**src/rtl/core/rpr_pkg.sv**
```systemverilog
// ----------------------------------------------------------------------------
// rpr_pkg
// Types, frame constants and helpers shared by the polled port reporter.
// ----------------------------------------------------------------------------
package rpr_pkg;

    localparam logic [7:0] STX_BYTE = 8'h02;
    localparam logic [7:0] ETX_BYTE = 8'h03;
    localparam logic [7:0] ASCII_ZERO = 8'h30;
    localparam logic [7:0] ASCII_UPPER_A = 8'h41;
    localparam logic [7:0] STATION_RESET = 8'h51;
    localparam logic [7:0] TAG_RESET = 8'h52;

    localparam int REPLY_LEN = 12;
    localparam int IDX_W = 4;

    localparam logic [0:0] REG_STATION = 1'b0;
    localparam logic [0:0] REG_TAG = 1'b1;

    typedef struct packed {
        logic [7:0] rx_byte;
        logic [7:0] port_a;
        logic [7:0] port_b;
        logic [7:0] port_c;
        logic [7:0] port_d;
    } item_t;

    typedef struct packed {
        logic [7:0] tx_byte;
        logic       last;
    } reply_byte_t;

    typedef struct packed {
        logic [7:0]  station;
        logic [7:0]  tag;
        logic [31:0] ports;
    } reply_info_t;

    typedef struct packed {
        logic        valid;
        reply_info_t info;
    } reply_req_t;

    typedef struct packed {
        logic [7:0] station_address;
        logic [7:0] reply_tag;
    } cfg_t;

    function automatic logic [7:0] hex_digit(input logic [3:0] nib);
        logic [7:0] wide;
        wide = {4'h0, nib};
        if (nib < 4'd10)
            hex_digit = ASCII_ZERO + wide;
        else
            hex_digit = ASCII_UPPER_A + wide - 8'd10;
    endfunction

endpackage

```
**src/rtl/core/rs485_polled_port_reporter.sv**
```systemverilog
// ----------------------------------------------------------------------------
// rs485_polled_port_reporter
// Polled bus slave: parses received frames and answers its station address
// with a twelve-byte report of four input ports in ASCII hex.
//
// Usage:
//   item channel: one received byte plus the four port values per
//   transaction (item_valid / item_stall). Bytes outside a frame other than
//   STX are dropped; the frame state updates at each accepted transaction.
//   reply channel: reply bytes one per transaction (reply_valid /
//   reply_stall), last set on the closing ETX.
//   Config: APB registers, station address at 0x0, reply tag at 0x4.
//   Throughput: one item per cycle while item_stall is low; a reply goes
//   out as twelve bytes, one per cycle from the output register unless stalled.
//   After the edge that accepts the ETX item, the first reply byte passes
//   through the pending slot (loaded at that edge), then the active slot,
//   then the output register.
//   item_stall is high while a reply sits in the pending slot.
//   When the receiver stalls, the output byte holds and the replies queue
//   in the two slots; items stop while the pending slot is full.
//   Reset clears frame tracking and all queued replies; registers return
//   to address 0x51 and tag 0x52.
// ----------------------------------------------------------------------------
module rs485_polled_port_reporter
#(
    parameter int MAX_FRAME = 14
)
(
    input  logic                  clk,
    input  logic                  rst_n,
    input  logic                  item_valid,
    output logic                  item_stall,
    input  rpr_pkg::item_t        item,
    output logic                  reply_valid,
    input  logic                  reply_stall,
    output rpr_pkg::reply_byte_t  reply,
    input  logic                  psel,
    input  logic                  penable,
    input  logic                  pwrite,
    input  logic [2:0]            paddr,
    input  logic [31:0]           pwdata,
    output logic [31:0]           prdata,
    output logic                  pready
);

    rpr_pkg::cfg_t       cfg;
    rpr_pkg::reply_req_t req;
    logic                busy;
    logic                accept;

    assign item_stall = busy;
    assign accept     = item_valid && !busy;

    rpr_cfg u_cfg
    (
        .clk     (clk),
        .rst_n   (rst_n),
        .psel    (psel),
        .penable (penable),
        .pwrite  (pwrite),
        .paddr   (paddr),
        .pwdata  (pwdata),
        .prdata  (prdata),
        .pready  (pready),
        .cfg     (cfg)
    );

    rpr_parser #(.MAX_FRAME(MAX_FRAME)) u_parser
    (
        .clk    (clk),
        .rst_n  (rst_n),
        .accept (accept),
        .item   (item),
        .cfg    (cfg),
        .req    (req)
    );

    rpr_serializer u_ser
    (
        .clk         (clk),
        .rst_n       (rst_n),
        .req         (req),
        .busy        (busy),
        .reply_valid (reply_valid),
        .reply_stall (reply_stall),
        .reply       (reply)
    );

endmodule

```
**src/rtl/core/rpr_cfg.sv**
```systemverilog
// ----------------------------------------------------------------------------
// rpr_cfg
// APB register file holding the station address and the reply tag.
// ----------------------------------------------------------------------------
module rpr_cfg
(
    input  logic               clk,
    input  logic               rst_n,
    input  logic               psel,
    input  logic               penable,
    input  logic               pwrite,
    input  logic [2:0]         paddr,
    input  logic [31:0]        pwdata,
    output logic [31:0]        prdata,
    output logic               pready,
    output rpr_pkg::cfg_t      cfg
);

    logic [7:0] station_reg;
    logic [7:0] station_next;
    logic [7:0] tag_reg;
    logic [7:0] tag_next;
    logic       wr_en;

    assign pready = 1'b1;
    assign wr_en  = psel && penable && pwrite;

    always_comb
    begin
        station_next = station_reg;
        tag_next     = tag_reg;
        if (wr_en)
        begin
            unique case (paddr[2])
                rpr_pkg::REG_STATION: station_next = pwdata[7:0];
                rpr_pkg::REG_TAG:     tag_next     = pwdata[7:0];
                default:              station_next = station_reg;
            endcase
        end
    end

    always_ff @(posedge clk or negedge rst_n)
    begin
        if (!rst_n)
        begin
            station_reg <= rpr_pkg::STATION_RESET;
            tag_reg     <= rpr_pkg::TAG_RESET;
        end
        else
        begin
            station_reg <= station_next;
            tag_reg     <= tag_next;
        end
    end

    always_comb
    begin
        unique case (paddr[2])
            rpr_pkg::REG_STATION: prdata = {24'h0, station_reg};
            rpr_pkg::REG_TAG:     prdata = {24'h0, tag_reg};
            default:              prdata = 32'h0;
        endcase
    end

    assign cfg.station_address = station_reg;
    assign cfg.reply_tag       = tag_reg;

endmodule

```
**src/rtl/core/rpr_parser.sv**
```systemverilog
// ----------------------------------------------------------------------------
// rpr_parser
// Frame tracker: hunts for STX, keeps the target address, closes on ETX or at
// the length limit and raises a reply request when the frame names this station.
// ----------------------------------------------------------------------------
module rpr_parser
#(
    parameter int MAX_FRAME = 14
)
(
    input  logic                clk,
    input  logic                rst_n,
    input  logic                accept,
    input  rpr_pkg::item_t      item,
    input  rpr_pkg::cfg_t       cfg,
    output rpr_pkg::reply_req_t req
);

    localparam int CNT_W = $clog2(MAX_FRAME + 1);
    localparam logic [CNT_W-1:0] CNT_MAX = CNT_W'(MAX_FRAME);
    localparam logic [CNT_W-1:0] CNT_ONE = CNT_W'(1);

    logic             in_frame_reg;
    logic             in_frame_next;
    logic [CNT_W-1:0] count_reg;
    logic [CNT_W-1:0] count_next;
    logic [7:0]       target_reg;
    logic [7:0]       target_next;
    logic [CNT_W-1:0] count_inc;
    logic [7:0]       target_eff;
    logic             hit;

    assign count_inc  = count_reg + CNT_ONE;
    assign target_eff = (count_reg == CNT_ONE) ? item.rx_byte : target_reg;

    always_comb
    begin
        in_frame_next = in_frame_reg;
        count_next    = count_reg;
        target_next   = target_reg;
        hit           = 1'b0;
        if (accept)
        begin
            if (!in_frame_reg)
            begin
                if (item.rx_byte == rpr_pkg::STX_BYTE)
                begin
                    in_frame_next = 1'b1;
                    count_next    = CNT_ONE;
                end
            end
            else
            begin
                target_next = target_eff;
                if (item.rx_byte != rpr_pkg::ETX_BYTE)
                begin
                    if (count_inc >= CNT_MAX)
                    begin
                        in_frame_next = 1'b0;
                        count_next    = '0;
                    end
                    else
                    begin
                        count_next = count_inc;
                    end
                end
                else
                begin
                    in_frame_next = 1'b0;
                    count_next    = '0;
                    hit           = (target_eff == cfg.station_address);
                end
            end
        end
    end

    always_ff @(posedge clk or negedge rst_n)
    begin
        if (!rst_n)
        begin
            in_frame_reg <= 1'b0;
            count_reg    <= '0;
            target_reg   <= '0;
        end
        else
        begin
            in_frame_reg <= in_frame_next;
            count_reg    <= count_next;
            target_reg   <= target_next;
        end
    end

    assign req.valid        = hit;
    assign req.info.station = cfg.station_address;
    assign req.info.tag     = cfg.reply_tag;
    assign req.info.ports   = {item.port_a, item.port_b, item.port_c, item.port_d};

endmodule

```
**src/rtl/core/rpr_serializer.sv**
```systemverilog
// ----------------------------------------------------------------------------
// rpr_serializer
// Holds one pending reply and one reply in progress, and sends the twelve
// reply bytes one per cycle while the output is not stalled, through a registered output.
// ----------------------------------------------------------------------------
module rpr_serializer
(
    input  logic                      clk,
    input  logic                      rst_n,
    input  rpr_pkg::reply_req_t       req,
    output logic                      busy,
    output logic                      reply_valid,
    input  logic                      reply_stall,
    output rpr_pkg::reply_byte_t      reply
);

    localparam logic [rpr_pkg::IDX_W-1:0] IDX_LAST =
        rpr_pkg::IDX_W'(rpr_pkg::REPLY_LEN - 1);

    logic                       pend_valid_reg;
    logic                       pend_valid_next;
    rpr_pkg::reply_info_t       pend_reg;
    rpr_pkg::reply_info_t       pend_next;
    logic                       cur_valid_reg;
    logic                       cur_valid_next;
    rpr_pkg::reply_info_t       cur_reg;
    rpr_pkg::reply_info_t       cur_next;
    logic [rpr_pkg::IDX_W-1:0]  idx_reg;
    logic [rpr_pkg::IDX_W-1:0]  idx_next;
    logic                       out_valid_reg;
    logic                       out_valid_next;
    rpr_pkg::reply_byte_t       out_reg;
    rpr_pkg::reply_byte_t       out_next;
    logic                       out_adv;
    logic                       finish;
    logic                       xfer;
    logic [7:0]                 cur_byte;

    assign out_adv = !out_valid_reg || !reply_stall;
    assign finish  = cur_valid_reg && out_adv && (idx_reg == IDX_LAST);
    assign xfer    = pend_valid_reg && (!cur_valid_reg || finish);

    always_comb
    begin
        case (idx_reg)
            4'd0:    cur_byte = rpr_pkg::STX_BYTE;
            4'd1:    cur_byte = cur_reg.station;
            4'd2:    cur_byte = cur_reg.tag;
            4'd3:    cur_byte = rpr_pkg::hex_digit(cur_reg.ports[31:28]);
            4'd4:    cur_byte = rpr_pkg::hex_digit(cur_reg.ports[27:24]);
            4'd5:    cur_byte = rpr_pkg::hex_digit(cur_reg.ports[23:20]);
            4'd6:    cur_byte = rpr_pkg::hex_digit(cur_reg.ports[19:16]);
            4'd7:    cur_byte = rpr_pkg::hex_digit(cur_reg.ports[15:12]);
            4'd8:    cur_byte = rpr_pkg::hex_digit(cur_reg.ports[11:8]);
            4'd9:    cur_byte = rpr_pkg::hex_digit(cur_reg.ports[7:4]);
            4'd10:   cur_byte = rpr_pkg::hex_digit(cur_reg.ports[3:0]);
            default: cur_byte = rpr_pkg::ETX_BYTE;
        endcase
    end

    always_comb
    begin
        pend_valid_next = pend_valid_reg;
        pend_next       = pend_reg;
        cur_valid_next  = cur_valid_reg;
        cur_next        = cur_reg;
        idx_next        = idx_reg;
        out_valid_next  = out_valid_reg;
        out_next        = out_reg;

        if (out_adv)
        begin
            out_valid_next = cur_valid_reg;
            if (cur_valid_reg)
            begin
                out_next.tx_byte = cur_byte;
                out_next.last    = (idx_reg == IDX_LAST);
                idx_next         = idx_reg + 1'b1;
            end
        end

        if (finish)
            cur_valid_next = 1'b0;

        if (xfer)
        begin
            cur_valid_next  = 1'b1;
            cur_next        = pend_reg;
            idx_next        = '0;
            pend_valid_next = 1'b0;
        end

        if (req.valid)
        begin
            pend_valid_next = 1'b1;
            pend_next       = req.info;
        end
    end

    always_ff @(posedge clk or negedge rst_n)
    begin
        if (!rst_n)
        begin
            pend_valid_reg <= 1'b0;
            cur_valid_reg  <= 1'b0;
            idx_reg        <= '0;
            out_valid_reg  <= 1'b0;
        end
        else
        begin
            pend_valid_reg <= pend_valid_next;
            cur_valid_reg  <= cur_valid_next;
            idx_reg        <= idx_next;
            out_valid_reg  <= out_valid_next;
        end
    end

    always_ff @(posedge clk)
    begin
        pend_reg <= pend_next;
        cur_reg  <= cur_next;
        out_reg  <= out_next;
    end

    assign busy        = pend_valid_reg;
    assign reply_valid = out_valid_reg;
    assign reply       = out_reg;

endmodule

```
**config.mk**
```make
export PLATFORM = sky130hd
export DESIGN_NAME = rs485_polled_port_reporter
export DESIGN_NICKNAME = d
export VERILOG_FILES = /design/src/rtl/core/rpr_pkg.sv /design/src/rtl/core/rs485_polled_port_reporter.sv /design/src/rtl/core/rpr_cfg.sv /design/src/rtl/core/rpr_parser.sv /design/src/rtl/core/rpr_serializer.sv
export SDC_FILE = /design/constraint.sdc
export NUM_CORES = 1
export LEC_CHECK = 0
export BUFFER_PORTS_ARGS = -buffer_cell sky130_fd_sc_hd__buf_4
export CAP_MARGIN = 20
export CORE_MARGIN = 3
export CORE_UTILIZATION = 50
export DETAILED_ROUTE_END_ITERATION = 6
export GPL_TIMING_DRIVEN = 0
export HOLD_SLACK_MARGIN = 0.03
export PLACE_DENSITY = 0.79
export SLEW_MARGIN = 20
export SYNTH_ARGS = -nofsm -noshare
export SYNTH_HDL_FRONTEND = slang
export SYNTH_SLANG_ARGS = --single-unit
```
**constraint.sdc**
```tcl
create_clock -name clk -period 7.5 [get_ports clk]
set_clock_uncertainty 0.05 [all_clocks]
set_input_delay 1.5 -clock clk [delete_from_list [all_inputs] [get_ports clk]]
set_output_delay 1.5 -clock clk [all_outputs]
set_load 0.01 [all_outputs]
```
* Word-level counts from Yosys, hierarchy flattened
Cells that the tools add are included.
** Cells by class
- Add/subtract/negate cells :: 26
- Magnitude comparators :: 9
- Equal/unequal tests :: 15
- Multiplexer cells :: 29
- Bitwise gates (word level) :: 1
- Reduce and logical (&&, ||, !) cells :: 24
** Operator list (count)
- $pmux W8 S11 :: 1
- $mux W8 :: 9
- $add A7 B4 Y8 const A :: 8
- $pmux W32 S2 :: 1
- $sub A8 B4 Y8 const B :: 8
- $add A6 B4 Y7 const A :: 8
- $lt A4 B4 Y1 const B :: 8
- $mux W4 :: 7
- $eq A4 B3 Y1 const B :: 4
- $eq A4 B4 Y1 const B :: 4
- $reduce_and A2 Y1 :: 6
- $mux W1 :: 11
- $reduce_bool A2 Y1 :: 5
- $add A4 B1 Y4 const B :: 2
- $eq A4 B1 Y1 const B :: 2
- $eq A4 B2 Y1 const B :: 2
- $eq A8 B2 Y1 const B :: 1
- $eq A8 B8 Y1 :: 1
- $ne A8 B2 Y1 const B :: 1
- $logic_and A1 B1 Y1 :: 6
- $ge A4 B4 Y1 const B :: 1
- $logic_not A1 Y1 :: 4
- $logic_not A4 Y1 :: 1
- $logic_or A1 B1 Y1 :: 2
- $not A1 Y1 :: 1
** Storage, ports and cells
- Flip-flop bits (word level) :: 141
- Input port bits :: 82
- Output and inout port bits :: 44
- Logic and storage cells :: 121

* Longest topological paths before layout
Gate-level depths: netlist (run 1).
- Depth after elaboration :: 8
- Mapped depth :: 8
- Depth with buffers taken out :: 7

* By module
Synthesis (run 1) repeated with hierarchy kept, for this count alone.
** Unflattened totals
- Cells, all modules :: 535
- Area, all modules :: 6890.4 sq um
** Modules (own cells, without submodules)
- rpr_serializer :: instances 1, cells each 328, area an instance 4663.2 sq um, seq. area each 3328.2 sq um
- rpr_parser :: instances 1, cells each 136, area an instance 1283.7 sq um, seq. area each 325.3 sq um
- rpr_cfg :: instances 1, cells each 70, area an instance 929.6 sq um, seq. area each 407.9 sq um
- rs485_polled_port_reporter :: instances 1, cells each 1, area an instance 13.8 sq um, seq. area each 0.0 sq um

* Worst setup path before layout (run 1)
Ideal clock, no wire load.
- Path kind :: input -> register
- From :: input item[37] (netlist name)
- To :: register u_ser.pend_reg[0] (netlist name), enable pin
- Arrival time :: 3.711 ns
- Slack :: 3.324 ns
- Stages :: 5
- Path buffers :: 0
- Cell sequence :: nor4b_1 -> nand3_1 -> a2111oi_2 -> nand3_1 -> nor2_2
** Between the ends
- Cells in the longest elaborated chain, start to end :: 5
- Elaborated cells between the ends (all ways) :: 6
- Classes of those cells :: eq/ne (2); mux (4)
** RTL lines
- start, declared :: line rs485_polled_port_reporter.sv:33 : input rpr_pkg::item_t item,
- $mux W8 :: line rpr_parser.sv:34 : assign target_eff = (count_reg == CNT_ONE) ? item.rx_byte : target_reg;
- $eq A8 B8 Y1 :: line rpr_parser.sv:71 : hit = (target_eff == cfg.station_address);
- $mux W1 (*) :: line rpr_parser.sv:55 : if (item.rx_byte != rpr_pkg::ETX_BYTE)
- $mux W1 (*) :: line rpr_parser.sv:44 : if (!in_frame_reg)
- $mux W1 (*) :: line rpr_parser.sv:42 : if (accept)
- named net u_parser.hit :: line rpr_parser.sv:31 : logic hit;
- end signal, assigned :: line rpr_serializer.sv:120 : pend_reg <= pend_next;
- end, declared :: line rpr_serializer.sv:22 : rpr_pkg::reply_info_t pend_reg;
Mark *: on every way through the listed nets, which the timed path passes. The rest lies on a longest branch.
A chain may end at the register's enable or synchronous reset.

* Final worst setup path (run 1)
- From :: input paddr[2]
- To :: output prdata[3]
** Between the ends
- Cells in the longest elaborated chain, start to end :: 2
** RTL lines
- start, declared :: line rs485_polled_port_reporter.sv:40 : input logic [2:0] paddr,
- $not A1 Y1 (no source line)
- $pmux W32 S2 (*) :: line rpr_cfg.sv:58 : unique case (paddr[2])
- end, declared :: line rs485_polled_port_reporter.sv:42 : output logic [31:0] prdata,
Every way passes the cells marked *; elsewhere a longest branch is shown, timed or not. The select of a mux whose other input is x is not followed.

==> metrics.txt, run 1 <==
post-CTS resize count=0; crit path to=prdata[3]; Fmax=245 MHz; Crit-path slowest cell=mux2_2; MaxCap Viol Count=0; worst-path cell chain=buf_4 > clkbuf_1 > mux2_2 > buf_4; number of fill cells=928; vias post-DR=4307; FF-to-FF End=u_ser.pend_reg[24]; register area share after synthesis=62.9%; Hold Crit Class=reg -> reg; area growth from synthesis to layout=22.7%; Post-Syn Area=6460 um^2; CP endpoint kind=primary output; worst skew pair latency=0.41 ns; status=finished clean; drc violations=0; critical path's top delay family=buffers and inverters; Multi-input gate area=2130 um^2; CTS clk-pin slew, worst paths=0.06 ns; startpoint types=input pin; Routed Antenna Nets=0; Root Buffer=clkbuf_16; EDFF count, synth=105; Crit path depth=4; Die Area=14300 um^2; core footprint=12300 um^2; first-pass detailed-route iteration total=5; input/output buffers=74; Worst R2R Start=u_parser.count_reg[1]; share of the synthesized area in the top cell type=48.8%; Final nets=708; Final Max Tran Viols=0; met2 usage=32.0%; Die Ht=120 um; worst slack at placement=3.44 ns; fraction of layout cells with a size suffix above 1=28.7%; PwrDens=304 nW/um^2; setup repair after global routing missed its margin=no; setup TNS=0 ns; Max clock buf depth=2; post-CTS setup buffers=0; worst setup path start=paddr[2]; Num CTS Buffers=17; relative slew slack=51.4%; Initial Util=52.5%; GRT Max-Usage Layer=met2; Synth top cells by count=edfxtp_1 (105), nand2_1 (34), dfrtp_1 (30), mux2_2 (30); area leader, netlist=edfxtp_1; top-count cell post-synth=edfxtp_1; final WL=13.8 mm; Antenna Cells=0; R2R depth=9; GR Util met3=4.57%; Final Cycle Share=54.3%; setup slack after layout=3.42 ns; Final setup viols=0; vias per cell=5.44; leakage power=3.14 nW; Iteration-0 DRC Markers=295; GPL Wtd Cong=0.894; DP HPWL=10.0 mm; I/O pin cnt=126; Seq. cell area=4060 um^2; synth warn=0; top cells by area, synth=edfxtp_1 (49%), dfrtp_1 (12%), mux2_2 (5.2%); grt total ovfl=0; cell row count=40; Hold Buf Count CTS=0; maximum vdd ir drop=194 uV; CTS sink count=141; Critical Path RT=5.95 ns; GRT Overall Usage=20.0%; CP Data Arrival Time=2.53 ns; synthesized netlist cell count=492; vias in the first global route=4242; CTS tree=done; Reg2Reg Setup Slack=4.64 ns; CTS HTree Levels=4; syn avg cell area=13.1 um^2; Worst Max-Slew Pin Slew=0.728 ns; fraction of registers with async set/reset=25.5%; pin count of the biggest net entering global routing=37; Most used DFF post-synth=edfxtp_1; first-pass GRT wire length=21.9 mm; Setup CP Type=in -> out; fin crit period=4.08 ns; Buf+Inv Stages, Crit Path=3; initial antenna violation count=0; Crit path largest cell delay=0.40 ns; grt met1 use=26.6%; Die W=120 um; Wirelength per Cell=17.4 um; final hold violations=0; FF+latch count, synth=141; Worst Path Max Fanout=10; CP most frequent cell=buf_4; Synth cell types=61
## stage by stage
stage	util, %	area (um^2)	hold WS (ns)	cells	total power [mW]
2_1_floorplan	-	6550	0.350	515	1.43
3_3_place_gp	59.4	7310	0.350	757	1.63
3_5_place_dp	60.0	7380	0.355	760	1.65
4_1_cts	64.4	7920	0.367	792	2.42
5_1_grt	64.4	7920	0.375	792	2.53
6_report	64.4	7920	0.362	792	2.41
## worst register-to-register path, stage by stage (launching register included)
cell and delay [ns]:
dfrtp_1 0.42, inv_1 0.11, ha_1 0.14, or3b_1 0.38, buf_6 0.16, a2111oi_2 0.32, nand3_1 0.27, nor2_4 0.29
buf_12 0.23, buf_16 0.20
## power by group
part           leakage [nW]  internal [mW]  switching, mW  total, mW
Sequential             1.38          0.952         0.0694       1.02
Combinational          1.49          0.280          0.347      0.627
Clock                 0.260          0.470          0.291      0.761
Total                  3.14           1.70          0.707       2.41
## layer usage
metal	share of wire, %	routed length, um	up-vias
li1	-	-	2035
met1	42	5850	2069
met2	49	6790	183
met3	7.0	964	20
met4	1.4	193	0
met5	0	0	-
## layout by cell type (no fill, tap or decap), types with 12 or more instances in the layout
cell type  synthesis  final
edfxtp_1         105    105
buf_4             25     99
nand2_1           34     34
mux2_2            30     30
dfrtp_1           30     30
o21ai_0           28     28
inv_1             28     27
conb_1             2     25
a21oi_1           24     24
nor2_1            21     21
clkbuf_16          0     17
ha_1              15     15
xnor2_1           12     12
## cell families after synthesis
group | after synthesis | share of synthesized area, %
flops | 141 | 62.9
mux | 31 | 5.38
fa+ha+maj | 15 | 2.91
xor+xnor | 20 | 2.71
compound gates | 104 | 10.6
simple gates | 116 | 9.80
other cells | 2 | 0.116
buf+inv | 63 | 5.60
## worst min-delay path by stage
stage,startpoint,to,depth (start not counted)
after global placement,u_ser.pend_reg[44],u_ser.cur_reg[44],0
final,u_ser.pend_reg[14],u_ser.cur_reg[14],0
after detailed placement,u_ser.pend_reg[21],u_ser.cur_reg[21],0
after floorplan,u_ser.pend_reg[0],u_ser.cur_reg[0],0
after CTS,u_ser.pend_reg[14],u_ser.cur_reg[14],0
after global routing,u_ser.pend_reg[7],u_ser.cur_reg[7],0
## final cells by class
type,instances,share of cell area [%]
repair buffers,77,7.86
well taps,168,2.65
multi-input cells,311,26.9
inverters,28,1.33
flip-flops and latches,141,51.3
plain buffers,35,3.24
clock inverters,7,0.805
clock buffers,25,6.00
No activity file was read; power rests on OpenSTA's default activity.
==> run 2, diff against run 1 <==
ABC_AREA = 1   (was not set)
PLACE_DENSITY = 0.82   (was 0.79)
clock period = 3.51 ns   (was 7.5 ns; I/O delays follow)
==> run 2 against run 1 <==
  * Area after synthesis increased by 2.7%
  * Cell area increased by 3.0%
  * Worst hold slack got worse by 0.17 ns
  * First-iteration DRC count increased by 32%
  * Die area increased by 2.5%
  * Sequential cell count unchanged
  * Routed wire length decreased by 2.6%
  * Critical path type is now reg -> reg
  * Largest cell class unchanged
==> metrics.txt, run 2 <==
status=finished clean; area growth from synthesis to layout=23.0%; synth warn=0 (unchanged); fin crit period=2.63 ns; CTS clk-pin slew, worst paths=0.06 ns (about the same); CP most frequent cell=nand3_1; setup repair after global routing missed its margin=no; post-CTS setup buffers=0 (unchanged); non-filler instance count after layout=967 (+22%); setup slack after layout=0.881 ns (-2.54 ns); Max clock buf depth=2 (unchanged); top-count cell post-synth=nand2_1; area leader, netlist=edfxtp_1; DP HPWL=9.65 mm (-3.9%); setup TNS=0 ns (unchanged); Routed Antenna Nets=0 (unchanged); clock power share=34.7% (+3.1 points); CTS sink count=141 (unchanged); CP endpoint kind=register; Crit path largest cell delay=0.44 ns (+0.04 ns); PwrDens=670 nW/um^2 (+120%); Die Area=14700 um^2 (+2.5%); initial antenna violation count=0 (unchanged); Antenna Cells=0 (unchanged); first-pass detailed-route iteration total=5 (unchanged); Most used DFF post-synth=edfxtp_1; sw power=1.70 mW (+140%); Setup CP Type=reg -> reg; Wirelength per Cell=13.9 um (-20%); Worst Max-Slew Pin Slew=0.555 ns (-0.173 ns); drc violations=0 (unchanged); I/O pin cnt=126 (unchanged); Comb power frac=25.4% (-0.6 points); relative slew slack=62.6% (+11 points); vias in the first global route=4602 (+8.5%); maximum vdd ir drop=445 uV (+130%); Final Max Tran Viols=0 (unchanged); Critical Path RT=3.57 ns (-2.38 ns); core footprint=12800 um^2 (+3.8%); worst slack at placement=0.912 ns (-2.53 ns); syn avg cell area=9.97 um^2 (-24%); cell row count=41 (+2.5%); Crit-path slowest cell=dfrtp_1; MaxCap Viol Count=0 (unchanged); Initial Util=51.9% (-0.55 points); fraction of layout cells with a size suffix above 1=21.0% (-7.7 points); Cell Int Power=3.76 mW (+120%); grt total ovfl=0 (unchanged); leakage power=3.60 nW (+15%); Root Buffer=clkbuf_16; Die Ht=121 um (+1.3%); Fmax=380 MHz; FF+latch count, synth=141 (unchanged); Cells after DPL=935 (+23%); Post-Syn Area=6630 um^2 (+2.7%); GPL Wtd Cong=0.949 (+6.2%); Hold Crit Class=in -> async; Die W=121 um (+1.3%); input/output buffers=73 (-1.4%); Hold Buf Count CTS=0 (unchanged); first-pass GRT wire length=21.9 mm (about the same); share of the synthesized area in the top cell type=47.5% (-1.3 points); commonest non-fill, non-tap cells in the layout=nand2_1 (142), edfxtp_1 (105), buf_4 (98); pin count of the biggest net entering global routing=37 (unchanged); vias per cell=5.03 (-7.5%); Synth top cells by count=nand2_1 (142), edfxtp_1 (105), inv_1 (86); worst skew pair latency=0.42 ns (about the same); Sw Ratio=31.2% (+1.9 points); number of fill cells=974 (+5.0%); EDFF count, synth=105 (unchanged); final hold violations=0 (unchanged); CP Data Arrival Time=2.69 ns (+0.16 ns); Synth cell types=35 (-43%); commonest non-fill, non-tap cell in the layout=nand2_1; Worst Path Max Fanout=36 (+26); vias post-DR=4864 (+13%); CTS tree=done; register area share after synthesis=61.2% (-1.6 points); GRT Overall Usage=19.2% (-0.76 points); CTS HTree Levels=4 (unchanged); Final Cycle Share=74.9%; Iteration-0 DRC Markers=390 (+32%); top cells by area, synth=edfxtp_1 (48%), dfrtp_1 (11%), nand2_1 (8.0%); worst-path cell chain=ha_1 > clkbuf_1 > nand3_1 > nand3_1 > nand2_1 > nand2_1 > nor2_1 > nand3_1 > inv_2 > buf_12; fraction of registers with async set/reset=25.5% (unchanged); Flop pwr share=39.8% (-2.6 points); Num CTS Buffers=17 (unchanged); startpoint types=register; Final setup viols=0 (unchanged); post-CTS resize count=0 (unchanged); final WL=13.4 mm (-2.6%); synthesized netlist cell count=665 (+35%); Final nets=879 (+24%)
==> run 2: changes by cell type in the layout (fill, tap and decap cells not counted), sizes merged, moves of 25 or more <==
cell | previous run | this run
mux2 | 30 | 0
nor2 | 23 | 48
inv | 28 | 94
nand2 | 36 | 151
o21ai | 29 | 66
nand3 | 11 | 65
==> run 2: final timing paths <==
| check | start | endpoint | slack [ns] | cells after the start |
|---|---|---|---|---|
| worst max-delay path | u_parser.count_reg[0] | u_ser.pend_reg[11] | 0.88 | 10 |
| worst max register to register | u_parser.count_reg[0] | u_ser.pend_reg[11] | 0.88 | 10 |
| worst min-delay path | rst_n | u_parser.target_reg[6] | 0.19 | 1 |
| min in group clk | u_ser.pend_reg[34] | u_ser.cur_reg[34] | 0.37 | 0 |
| worst min register to register | u_ser.pend_reg[34] | u_ser.cur_reg[34] | 0.37 | 0 |
| max in group asynchronous | rst_n | u_cfg.station_reg[0] | 2.84 | 1 |
==> run 2: critical path: cells and delay by family (launching register included) <==
| kind | cells | cell delay (ns) |
|---|---|---|
| DFF | 1 | 0.44 |
| and+or+nand+nor | 6 | 0.71 |
| adders and majority gates | 1 | 0.28 |
| buffers and inverters | 3 | 0.79 |
==> run 2: power groups by stage <==
| stage | sequential, mW | combinational [mW] | clock [mW] |
|---|---|---|---|
| 6_report | 2.18 | 1.39 | 1.90 |
| 2_1_floorplan | 2.19 | 0.954 | 0 |
| 3_5_place_dp | 2.20 | 1.36 | 0 |
| 5_1_grt | 2.20 | 1.57 | 2.00 |
| 4_1_cts | 2.18 | 1.38 | 1.93 |
| 3_3_place_gp | 2.20 | 1.33 | 0 |
==> run 2: area by class of cell <==
type	count	area [um^2]	share of cell area (%)
Timing Repair Buffer	75	588	7.21
Clock buffer	21	483	5.92
Clock inverter	11	154	1.89
Tap cell	172	215	2.64
Sequential cell	141	4060	49.8
Buffer	35	236	2.90
Multi-Input combinational cell	421	2080	25.5
Inverter	91	342	4.19
==> run 2: logic make-up (layout without fill, tap and decap cells) <==
group | Yosys count | after routing | synth area share [%]
AND/OR/NAND/NOR | 277 | 277 | 18.4
flip-flops | 141 | 141 | 61.2
buffers and inverters | 126 | 233 | 8.72
AO/OA/AOI/OAI | 99 | 99 | 8.00
adder cells (fa/ha/maj) | 15 | 15 | 2.83
XOR/XNOR | 5 | 5 | 0.660
other | 2 | 25 | 0.113
==> run 2: routing by layer <==
layer	up-vias	global-route usage [%]	share of wire [%]
met5	-	0	0
met4	0	6.16	1.3
met3	19	6.34	7.4
met2	192	30.4	47
met1	2237	25.3	44
li1	2416	-	-
==> run 2: stage by stage <==
stage | utilization, % | total power [mW] | cell area, um^2 | hold WS [ns]
floorplan | - | 3.14 | 6720 | 0.350
global placement | 58.6 | 3.52 | 7480 | 0.353
detailed placement | 58.9 | 3.57 | 7520 | 0.355
CTS | 63.9 | 5.49 | 8160 | 0.199
global route | 63.9 | 5.77 | 8160 | 0.205
finish | 63.9 | 5.46 | 8160 | 0.189
==> run 3, diff against run 2 <==
PLACE_DENSITY = 0.79   (was 0.82)
clock period = 2.67 ns   (was 3.51 ns; I/O delays follow)
==> run 3 against run 2 <==
  * Count of clock-buffer cells in the layout unchanged
  * Critical endpoint is now u_ser.pend_reg[31]
  * Critical path depth unchanged
  * Final cell count grew 1.0%
  * Non-clock buffer count increased by 7
  * Fmax up 3.6%
  * Worst setup slack worse by 0.75 ns
  * Critical path type unchanged
  * Sequential share of layout area decreased by 0.24 points
  * Total power grew 30%
  * Sequential cell count did not move
==> metrics.txt, run 3 (synthesized netlist as in run 2, its figures left out) <==
status=finished clean; cell row count=41 (unchanged); Final nets=889 (+1.1%); worst skew pair latency=0.43 ns (about the same); non-filler instance count after layout=977 (+1.0%); commonest non-fill, non-tap cell in the layout=nand2_1; Fmax=394 MHz (+3.6%); vias in the first global route=5091 (+11%); GRT Overall Usage=21.7% (+2.5 points); CP Data Arrival Time=2.60 ns (-0.09 ns); drc violations=0 (unchanged); Worst R2R Start=u_parser.count_reg[0]; Die W=121 um (unchanged); MaxCap Viol Count=0 (unchanged); CP endpoint kind=register; Worst Path Max Fanout=12 (-67%); Routed Antenna Nets=0 (unchanged); GPL Wtd Cong=0.961 (+1.2%); area growth from synthesis to layout=23.6%; sw power=2.36 mW (+38%); input/output buffers=73 (unchanged); DP HPWL=10.6 mm (+9.4%); grt total ovfl=0 (unchanged); Hold Crit Class=in -> reg; number of fill cells=956 (-1.8%); Critical Path RT=2.73 ns (-0.84 ns); startpoint types=register; Num CTS Buffers=17 (unchanged); maximum vdd ir drop=853 uV (+92%); Setup CP Type=reg -> reg; Comb power frac=27.0% (+1.6 points); CTS sink count=141 (unchanged); Initial Util=51.9% (unchanged); final WL=15.5 mm (+15%); CTS HTree Levels=4 (unchanged); pin count of the biggest net entering global routing=37 (unchanged); commonest non-fill, non-tap cells in the layout=nand2_1 (142), buf_4 (105), edfxtp_1 (105); HP Start=item[10]; first-pass GRT wire length=24.4 mm (+11%); Wirelength per Cell=15.8 um (+14%); worst setup path start=u_parser.count_reg[0]; Root Buffer=clkbuf_16; Final setup viols=0 (unchanged); PwrDens=864 nW/um^2 (+29%); initial antenna violation count=0 (unchanged); core footprint=12800 um^2 (unchanged); Crit-path slowest cell=dfrtp_1; Die Area=14700 um^2 (unchanged); first-pass detailed-route iteration total=5 (unchanged); Worst Max-Slew Pin Slew=0.595 ns (+0.0399 ns); Max clock buf depth=2 (unchanged); leakage power=3.61 nW (+0.44%); I/O pin cnt=126 (unchanged); Crit path largest cell delay=0.45 ns (about the same); Antenna Cells=0 (unchanged); Placed Area=7500 um^2 (-0.22%); fraction of layout cells with a size suffix above 1=22.4% (+1.4 points); Final Max Tran Viols=0 (unchanged); relative slew slack=59.9% (-2.7 points); Cells after DPL=934 (-0.11%); clock power share=32.6% (-2.1 points); CTS tree=done; CTS clk-pin slew, worst paths=0.06 ns (about the same); Die Ht=121 um (unchanged); Final Cycle Share=95.1% (+20 points); Sw Ratio=33.3% (+2.1 points); fin crit period=2.54 ns (-0.0907 ns); worst-path cell chain=ha_1 > clkbuf_2 > nand3_1 > nand3_1 > nand2_1 > nand2_1 > nor2_1 > nand3_4 > clkinvlp_4 > buf_4; vias post-DR=5155 (+6.0%); Flop pwr share=40.4% (+0.6 points); Iteration-0 DRC Markers=536 (+37%); final hold violations=0 (unchanged); Cell Int Power=4.73 mW (+26%); Final Cell Area=8200 um^2 (+0.49%); vias per cell=5.28 (+4.9%)
## run 3: worst paths after layout
check / endpoint / slack (ns) / cells past startpoint
min in group asynchronous: u_ser.reply_valid / 0.57 / 2
max reg2reg: u_ser.pend_reg[31] / 0.13 / 10
min: u_ser.pend_reg[10] / 0.24 / 1
min reg2reg: u_ser.cur_reg[19] / 0.37 / 0
max in group asynchronous: u_cfg.station_reg[0] / 1.63 / 2
max: u_ser.pend_reg[31] / 0.13 / 10
## run 3: area by class of cell
| cell class | count | area, um^2 | share of cell area [%] |
|---|---|---|---|
| Sequential cell | 141 | 4060 | 49.5 |
| Multi-Input combinational cell | 421 | 2090 | 25.5 |
| Timing Repair Buffer | 82 | 631 | 7.69 |
| Clock buffer | 21 | 503 | 6.14 |
| Inverter | 91 | 345 | 4.21 |
| Buffer | 35 | 238 | 2.90 |
| Tap cell | 172 | 215 | 2.63 |
| Clock inverter | 11 | 91.3 | 1.11 |
| Timing Repair inverter | 3 | 22.5 | 0.275 |
## run 3: routing by layer
layer,track usage [%],routed length (um)
met3,6.34,1270
met4,9.52,399
met1,26.2,6120
met2,36.2,7680
met5,0,0
## run 3: repair_timing
| item | CTS | global route |
|---|---|---|
| gates cloned | 3 | 0 |
| buffers inserted | 7 | 0 |
| resized for setup | 4 | 3 |
| setup endpoints to repair | 48 | 48 |
| hold buffers | 1 | 0 |
| hold endpoints to repair | 30 | 0 |
## run 3: critical path: cells and delay by family (launching register included)
kind | cells | cell delay, ns
flops | 1 | 0.45
simple gates | 6 | 0.86
fa+ha+maj | 1 | 0.29
buf+inv | 3 | 0.56
## run 3: per-stage QoR
step	setup TNS (ns)	setup WS [ns]	util, %	hold slack [ns]	total power [mW]
global route	-0.0206	-0.00672	64.2	0.214	7.46
global placement	-27.66	-0.415	58.6	0.354	4.62
detailed placement	-27.43	-0.576	58.8	0.355	4.73
finish	0	0.131	64.2	0.237	7.09
CTS	0	0.161	64.1	0.220	7.06
floorplan	0	0.108	-	0.188	4.13
## run 3: power groups by stage
stage               sequential, mW  combinational (mW)  clock (mW)
global placement              2.88                1.74           0
floorplan                     2.88                1.25           0
detailed placement            2.90                1.83           0
global route                  2.89                2.12        2.44
CTS                           2.86                1.85        2.35
finish                        2.86                1.91        2.31
